## config.mk

```make
export PLATFORM = sky130hd
export DESIGN_NAME = wfc_ctrl
export DESIGN_NICKNAME = d
export VERILOG_FILES = /design/src/design/wfc_pkg.sv /design/src/design/wfc_ctrl.sv
export SDC_FILE = /design/constraint.sdc
export NUM_CORES = 1
export LEC_CHECK = 0
export ABC_AREA = 1
export BUFFER_PORTS_ARGS = -buffer_cell sky130_fd_sc_hd__buf_2
export CORE_MARGIN = 5
export CORE_UTILIZATION = 35
export DETAILED_ROUTE_END_ITERATION = 10
export PLACE_DENSITY = 0.57
export SLEW_MARGIN = 20
export SYNTH_ARGS = -nofsm -noshare
export SYNTH_HDL_FRONTEND = slang
export SYNTH_SLANG_ARGS = --single-unit
```

## constraint.sdc

```tcl
create_clock -name clk -period 2.9 [get_ports clk]
set_input_delay 0.87 -clock clk [delete_from_list [all_inputs] [get_ports clk]]
set_output_delay 0.87 -clock clk [all_outputs]
set_load 0.005 [all_outputs]
```

## src/design/wfc_pkg.sv

```systemverilog
// Shared types, constants and twiddle generation for the windowed FFT coefficient core.
`timescale 1ns / 1ps
`default_nettype none

package wfc_pkg;

    // Default sizing
    localparam int DEF_MAX_POINTS  = 64;
    localparam int DEF_SAMPLE_BITS = 16;

    // Fixed port widths
    localparam int POS_W      = 16;
    localparam int KEEP_W     = 7;
    localparam int COEF_W     = 32;
    localparam int INDEX_W    = 6;
    localparam int CFG_IDX_W  = 2;
    localparam int CFG_DATA_W = 16;

    // Register indexes
    localparam logic [CFG_IDX_W-1:0] REG_START_INDEX = 2'd0;
    localparam logic [CFG_IDX_W-1:0] REG_WINDOW_LEN  = 2'd1;
    localparam logic [CFG_IDX_W-1:0] REG_KEEP_COUNT  = 2'd2;

    // Reset values
    localparam logic [POS_W-1:0]  RST_START_INDEX = 16'd0;
    localparam logic [POS_W-1:0]  RST_WINDOW_LEN  = 16'd64;
    localparam logic [KEEP_W-1:0] RST_KEEP_COUNT  = 7'd64;

    // Twiddle and scaling constants
    localparam int     TW_W          = 19;
    localparam int     TW_FRAC       = 17;
    localparam int     INV_SQRT2_Q17 = 92682;
    localparam longint TWO_PI_Q30    = 64'sd6746518852;

    // Controller states
    typedef enum logic [3:0] {
        ST_IDLE,
        ST_SETUP,
        ST_EMPTY,
        ST_PAD,
        ST_REV,
        ST_REV_WA,
        ST_REV_WB,
        ST_BF,
        ST_BF_MC,
        ST_BF_MS,
        ST_BF_ADD,
        ST_BF_WA,
        ST_BF_WB,
        ST_OUT_RD,
        ST_OUT_MUL,
        ST_OUT_EMIT
    } state_t;

    // Datapath operations
    typedef enum logic [4:0] {
        OP_NONE,
        OP_SETUP,
        OP_EMPTY_EMIT,
        OP_PAD,
        OP_REV_INIT,
        OP_REV_SKIP,
        OP_REV_RD,
        OP_REV_WA,
        OP_REV_WB,
        OP_BF_INIT,
        OP_BF_RD,
        OP_MUL_COS,
        OP_MUL_SIN,
        OP_BF_ADD,
        OP_BF_WA,
        OP_BF_WB,
        OP_OUT_INIT,
        OP_OUT_RD,
        OP_OUT_MUL,
        OP_OUT_EMIT
    } op_t;

    typedef struct packed {
        op_t  op;
        logic accept;
    } cmd_t;

    typedef struct packed {
        logic fill_zero;
        logic ptr_at_size;
        logic rev_swap;
        logic stage_done;
        logic out_last;
    } status_t;

    // Shift-subtract unsigned divide, elaboration use only
    function automatic longint unsigned udiv64(input longint unsigned num,
                                               input longint unsigned den);
        longint unsigned q;
        longint unsigned rem;
        q   = 0;
        rem = 0;
        for (int b = 63; b >= 0; b--)
        begin
            rem = (rem << 1) | ((num >> b) & 64'd1);
            if (rem >= den)
            begin
                rem = rem - den;
                q   = q | (64'd1 << b);
            end
        end
        return q;
    endfunction

    // Taylor series in Q30, odd selects sine
    function automatic longint series_q30(input longint x, input bit odd);
        longint term;
        longint sum;
        longint n;
        bit     neg;
        term = odd ? x : (64'sd1 <<< 30);
        sum  = 0;
        n    = odd ? 1 : 0;
        neg  = 1'b0;
        while (term != 0 && n < 60)
        begin
            sum  = neg ? sum - term : sum + term;
            term = (term * x) >>> 30;
            term = longint'(udiv64(longint'(term), longint'((n + 1) * (n + 2))));
            n    = n + 2;
            neg  = !neg;
        end
        return sum;
    endfunction

    // Twiddle entry k of a 2^log2cap point table, Q1.17
    function automatic longint twiddle_q17(input int k, input int log2cap, input bit want_sin);
        longint cap;
        longint kk;
        bit     flip;
        longint ang;
        longint c;
        longint s;
        cap  = 64'sd1 <<< log2cap;
        kk   = k;
        flip = 1'b0;
        if (4 * longint'(k) > cap)
        begin
            kk   = (cap >>> 1) - k;
            flip = 1'b1;
        end
        ang = (TWO_PI_Q30 * kk + (cap >>> 1)) >>> log2cap;
        c   = (series_q30(ang, 1'b0) + 64'sd4096) >>> 13;
        s   = (series_q30(ang, 1'b1) + 64'sd4096) >>> 13;
        if (want_sin)
            return s;
        return flip ? -c : c;
    endfunction

endpackage

`default_nettype wire

```

## src/design/wfc_ctrl.sv

```systemverilog
// Sequencer for loading, padding, reordering, butterflies and coefficient output.
`timescale 1ns / 1ps
`default_nettype none

module wfc_ctrl
    import wfc_pkg::*;
(
    input  wire logic    clk,
    input  wire logic    rst_n,
    input  wire logic    start,
    input  wire logic    last_sample,
    input  wire status_t status,
    output cmd_t         cmd,
    output logic         busy
);

    state_t state_reg;
    state_t state_next;

    // State register
    always_ff @(posedge clk or negedge rst_n)
    begin
        if (!rst_n)
            state_reg <= ST_IDLE;
        else
            state_reg <= state_next;
    end

    // Next state and commands
    always_comb
    begin
        state_next = state_reg;
        cmd.op     = OP_NONE;
        cmd.accept = 1'b0;
        busy       = 1'b1;
        unique case (state_reg)
            ST_IDLE:
            begin
                busy       = 1'b0;
                cmd.accept = start;
                if (start && last_sample)
                    state_next = ST_SETUP;
            end
            ST_SETUP:
            begin
                cmd.op     = OP_SETUP;
                state_next = status.fill_zero ? ST_EMPTY : ST_PAD;
            end
            ST_EMPTY:
            begin
                cmd.op     = OP_EMPTY_EMIT;
                state_next = ST_IDLE;
            end
            ST_PAD:
            begin
                if (status.ptr_at_size)
                begin
                    cmd.op     = OP_REV_INIT;
                    state_next = ST_REV;
                end
                else
                    cmd.op = OP_PAD;
            end
            ST_REV:
            begin
                if (status.ptr_at_size)
                begin
                    cmd.op     = OP_BF_INIT;
                    state_next = ST_BF;
                end
                else if (status.rev_swap)
                begin
                    cmd.op     = OP_REV_RD;
                    state_next = ST_REV_WA;
                end
                else
                    cmd.op = OP_REV_SKIP;
            end
            ST_REV_WA:
            begin
                cmd.op     = OP_REV_WA;
                state_next = ST_REV_WB;
            end
            ST_REV_WB:
            begin
                cmd.op     = OP_REV_WB;
                state_next = ST_REV;
            end
            ST_BF:
            begin
                if (status.stage_done)
                begin
                    cmd.op     = OP_OUT_INIT;
                    state_next = ST_OUT_RD;
                end
                else
                begin
                    cmd.op     = OP_BF_RD;
                    state_next = ST_BF_MC;
                end
            end
            ST_BF_MC:
            begin
                cmd.op     = OP_MUL_COS;
                state_next = ST_BF_MS;
            end
            ST_BF_MS:
            begin
                cmd.op     = OP_MUL_SIN;
                state_next = ST_BF_ADD;
            end
            ST_BF_ADD:
            begin
                cmd.op     = OP_BF_ADD;
                state_next = ST_BF_WA;
            end
            ST_BF_WA:
            begin
                cmd.op     = OP_BF_WA;
                state_next = ST_BF_WB;
            end
            ST_BF_WB:
            begin
                cmd.op     = OP_BF_WB;
                state_next = ST_BF;
            end
            ST_OUT_RD:
            begin
                cmd.op     = OP_OUT_RD;
                state_next = ST_OUT_MUL;
            end
            ST_OUT_MUL:
            begin
                cmd.op     = OP_OUT_MUL;
                state_next = ST_OUT_EMIT;
            end
            ST_OUT_EMIT:
            begin
                cmd.op     = OP_OUT_EMIT;
                state_next = status.out_last ? ST_IDLE : ST_OUT_RD;
            end
            default:
            begin
                state_next = ST_IDLE;
            end
        endcase
    end

endmodule

`default_nettype wire

```

Yosys cells after proc, flatten, opt, wreduce, memory -nomap -nowiden:

Index checks and enable logic that the tools add are counted.

* output and inout port bits: 7
* word-level logic and storage cells: 37
* register bits: 4

* multiplexer cells: 15
* equal/unequal tests: 18
* reductions and logical operators: 3

Operators by type and width (count)
* 5-bit one-hot mux with 15 select lines: 1
* 4-bit one-hot mux with 16 select lines: 1
* 4-bit equality test, second input constant: 8
* 4-bit two-way mux: 6
* 4-bit by 3-bit equality test with 1-bit output, second input constant: 4
* 4-bit by 2-bit equality test with 1-bit output, second input constant: 2
* 3-bit two-way mux: 2
* 5-bit two-way mux: 1
* 4-bit by 1-bit equality test with 1-bit output, second input constant: 1
* 4-bit zero test: 1
* 2-bit != test, second input constant: 2
* 1-bit two-way mux: 3
* 3-bit != test, second input constant: 1
* 3-bit AND reduction: 1
* 2-bit two-way mux: 1
* 1-bit logical AND: 1

Depth between registers and ports, before layout:

* word-level depth: 3
* mapped depth: 9

Least setup slack after synthesis:

No wires, ideal clock.

* path kind: input to output
* start point: input status[3] (netlist bit)
* end point: output cmd[2] (netlist bit)
* slack: 0.719 ns
* required time: 2.030 ns
* arrival time: 1.311 ns
* stages: 5
* buffers on the path: 0
* cells stage by stage: inv_1 nand3_1 nand2_1 inv_1 nand3_1

RTL lines
* start, declared: RTL line wfc_ctrl.sv:12 `input wire status_t status,`
* end, declared: RTL line wfc_ctrl.sv:13 `output cmd_t cmd,`

==> impl_metrics.csv <==
group,metric,value,unit
routing,viasPerCell,4.96,
die,dieHeight,47.3,um
global_route,grt_pass1_vias,507,
timing,worst_slack,0.433,ns
critical_path,crit_path_start_kind,"input pin",
logic_synthesis,synth_area_leaders,"nand2_1 (22%), dfrtp_1 (21%), nor2_1 (12%), inv_1 (9.2%), nand3_1 (8.2%)",
power,ir_drop,0.490,mV
clocking,cts_hold_buf,0,
timing,clock-skew-final,0.00497,ns
final_layout,drive_above_1_share,0.243,
critical_path,crit_required,2.03,ns
routing,drc,0,
logic_synthesis,yosys_register_bits,4,
clocking,cts_root_buffer,"clkbuf_4",
logic_synthesis,ys_seq_area_frac,0.205,
critical_path,cp.depth,7,
die,std_cell_rows,13,
clocking,cts_buffers,3,
clocking,cts_num_sinks,4,
global_route,grt_max_degree,9,
logic_synthesis,yosys.area.top_type_share,0.215,
timing,max-slew-margin-rel,0.817,
place,finalWeightedCongestion,0.819,
critical_path,worstPathArrival,1.60,ns
global_route,grt_pass1_wl,2010,um
logic_synthesis,yosysMostFrequentCell,"nand2_1",
timing,drv_slew,0,
logic_synthesis,synth_common_cells,"nand2_1 (28), nor2_1 (15), inv_1 (12)",
critical_path,endpoint,"cmd[2]",
clocking,clk_latency,0.23,ns
routing,dr.pass1.iters,4,
place,post-place-ws,0.438,ns
logic_synthesis,syn_inst,90,
critical_path,critPathTopFamily,"buffers and inverters",
global_route,grt-ovfl-total,0,
timing,fin_crit_sh,0.851,
clocking,cts.clk_slew.worst_paths,0.04,ns
place,detailed_place_hpwl,1070,um
clocking,tritoncts,"done",
power,p_leak,0.000355,uW
routing,wl,1260,um
critical_path,max_stage_delay,0.19,ns
routing,first_iter_violations,24,
clocking,cts_resized,0,
logic_synthesis,synth_edf_count,0,
timing,tightest_slew,0.274,ns
timing,timing.fmax,0.405,GHz
critical_path,rr_worst_depth,6,
global_route,grt_usage,0.134,
die,dieArea,0.00224,mm2
timing,period_minus_slack,2.47,ns
final_layout,largest_reg_flops,4,
logic_synthesis,syn_area,488,um2
critical_path,r2r-start,"state_reg[3]$_DFFE_PN0P_",
power,power-per-cell-area,953,mW/mm2
critical_path,reg2reg_to,"state_reg[0]$_DFFE_PN0P_",
timing,finalSetupTns,0,ns
flow_run,cap_violations,0,
logic_synthesis,synth_top_cell_by_area,"nand2_1",
logic_synthesis,yosysWarnings,0,
timing,rsz0062_at_grt,"no",
die,io_pins,16,
final_layout,area_growth_syn_to_layout,21.5,%
routing,ant_nets,0,
run_status,status,"complete, no violations",
clocking,clock_path_buffers,2,
final_layout,final_cells,122,
critical_path,cpMaxStageDelayCell,"nand3_1",
critical_path,rrSetupSlack,1.56,ns
logic_synthesis,async_flop_share,1.00,
place,io_buffers,15,
logic_synthesis,synth_area_per_cell,5.42,um2
logic_synthesis,synth_cell_types,18,
clocking,post_cts_buffers,0,
critical_path,path_cells,"buf_2 > inv_1 > nand3_1 > nand2_1 > inv_1 > nand3_1 > buf_2",
die,die_w,47.3,um
routing,route.vias.total,605,
routing,wl_per_cell,10.3,um
die,start_util,0.370,
timing,hold_viol,0,
logic_synthesis,syn_nets,99,
timing,setup_viol,0,
logic_synthesis,synth_top_flop_cell,"dfrtp_1",
critical_path,path_class,"input pin to primary output",
place,dp_cells,119,
die,coreArea,0.00132,mm2
final_layout,antenna_cells,0,
power,power,565,uW
global_route,antenna_found_initial,0,
critical_path,cp_max_fo,5,
final_layout,final_nets,118,
critical_path,crit_path_end_kind,"primary output",
clocking,htreeDepth,1,
timing,holdWs,0.429,ns
hold_path,hold_class,"input pin to asynchronous set/reset pin",
critical_path,cp_num_buf_inv,4,
critical_path,cp-startpoint,"status[3]",
-- placed cells by master (no fill, tap or decap) --
cell and n:
nand2_1 28, nor2_1 15, buf_2 15, inv_1 12, nand3_1 8, nor2_2 4
dfrtp_1 4, o21ai_0 3, nand4_1 3, clkbuf_4 3, inv_2 2, nand2_2 2
nor3_1 2, a31oi_1 1, a21oi_1 1, and3_1 1, o21bai_1 1, o2111ai_1 1
o211ai_1 1
-- worst min-delay path by stage --
| stage | startpoint | to | slack (ns) | cells past startpoint |
|---|---|---|---|---|
| 2_1_floorplan | rst_n | state_reg[0]$_DFFE_PN0P_ | 0.57 | 0 |
| 3_3_place_gp | rst_n | state_reg[0]$_DFFE_PN0P_ | 0.68 | 1 |
| 3_5_place_dp | rst_n | state_reg[0]$_DFFE_PN0P_ | 0.68 | 1 |
| 4_1_cts | rst_n | state_reg[1]$_DFFE_PN0P_ | 0.43 | 1 |
| 5_1_grt | rst_n | state_reg[1]$_DFFE_PN0P_ | 0.42 | 1 |
| 6_report | rst_n | state_reg[1]$_DFFE_PN0P_ | 0.43 | 1 |
-- worst register-to-register path, stage by stage, from the launching register on --
cell and delay (ns):
dfrtp_1 0.46, nor2_2 0.26, nand3_1 0.22, nand2_1 0.11
nor2_1 0.05, nand2_1 0.06, nand2_1 0.05
-- cell families (layout without fill, tap and decap cells) --
group | count (synthesis) | in the layout | synth area share
simple gates | 63 | 63 | 0.562
buf+inv | 15 | 32 | 0.131
flops | 4 | 4 | 0.205
compound gates | 8 | 8 | 0.103
-- cell type report --
class / count / area, um2
well taps: 15 / 18.8
multi-input cells: 71 / 324
clock buffers: 3 / 22.5
repair buffers: 15 / 75.1
inverters: 14 / 52.6
flip-flops and latches: 4 / 100
fillers: 146 / 724
-- where the power goes --
part           leakage (uW)  switching, uW  internal (uW)
sequential        0.0000511           43.8           80.6
clock             0.0000138           21.3           46.2
combinational      0.000290            228            146
-- per-stage QoR --
| stage | area (um2) | utilization |
|---|---|---|
| after floorplan | 488 | - |
| after global placement | 571 | 0.433 |
| after detailed placement | 571 | 0.433 |
| after CTS | 593 | 0.450 |
| after global routing | 593 | 0.450 |
| final | 593 | 0.450 |
-- per-layer routing --
layer | share of wire | wire, um | global-route usage | up-vias
li1 | - | - | - | 326
met3 | 0.066 | 83 | 0.0690 | 0
met2 | 0.47 | 586 | 0.195 | 20
met1 | 0.47 | 588 | 0.163 | 259
met5 | 0 | 0 | 0 | -
met4 | 0 | 0 | 0.0608 | 0
(Power assumes the default switching activity.)
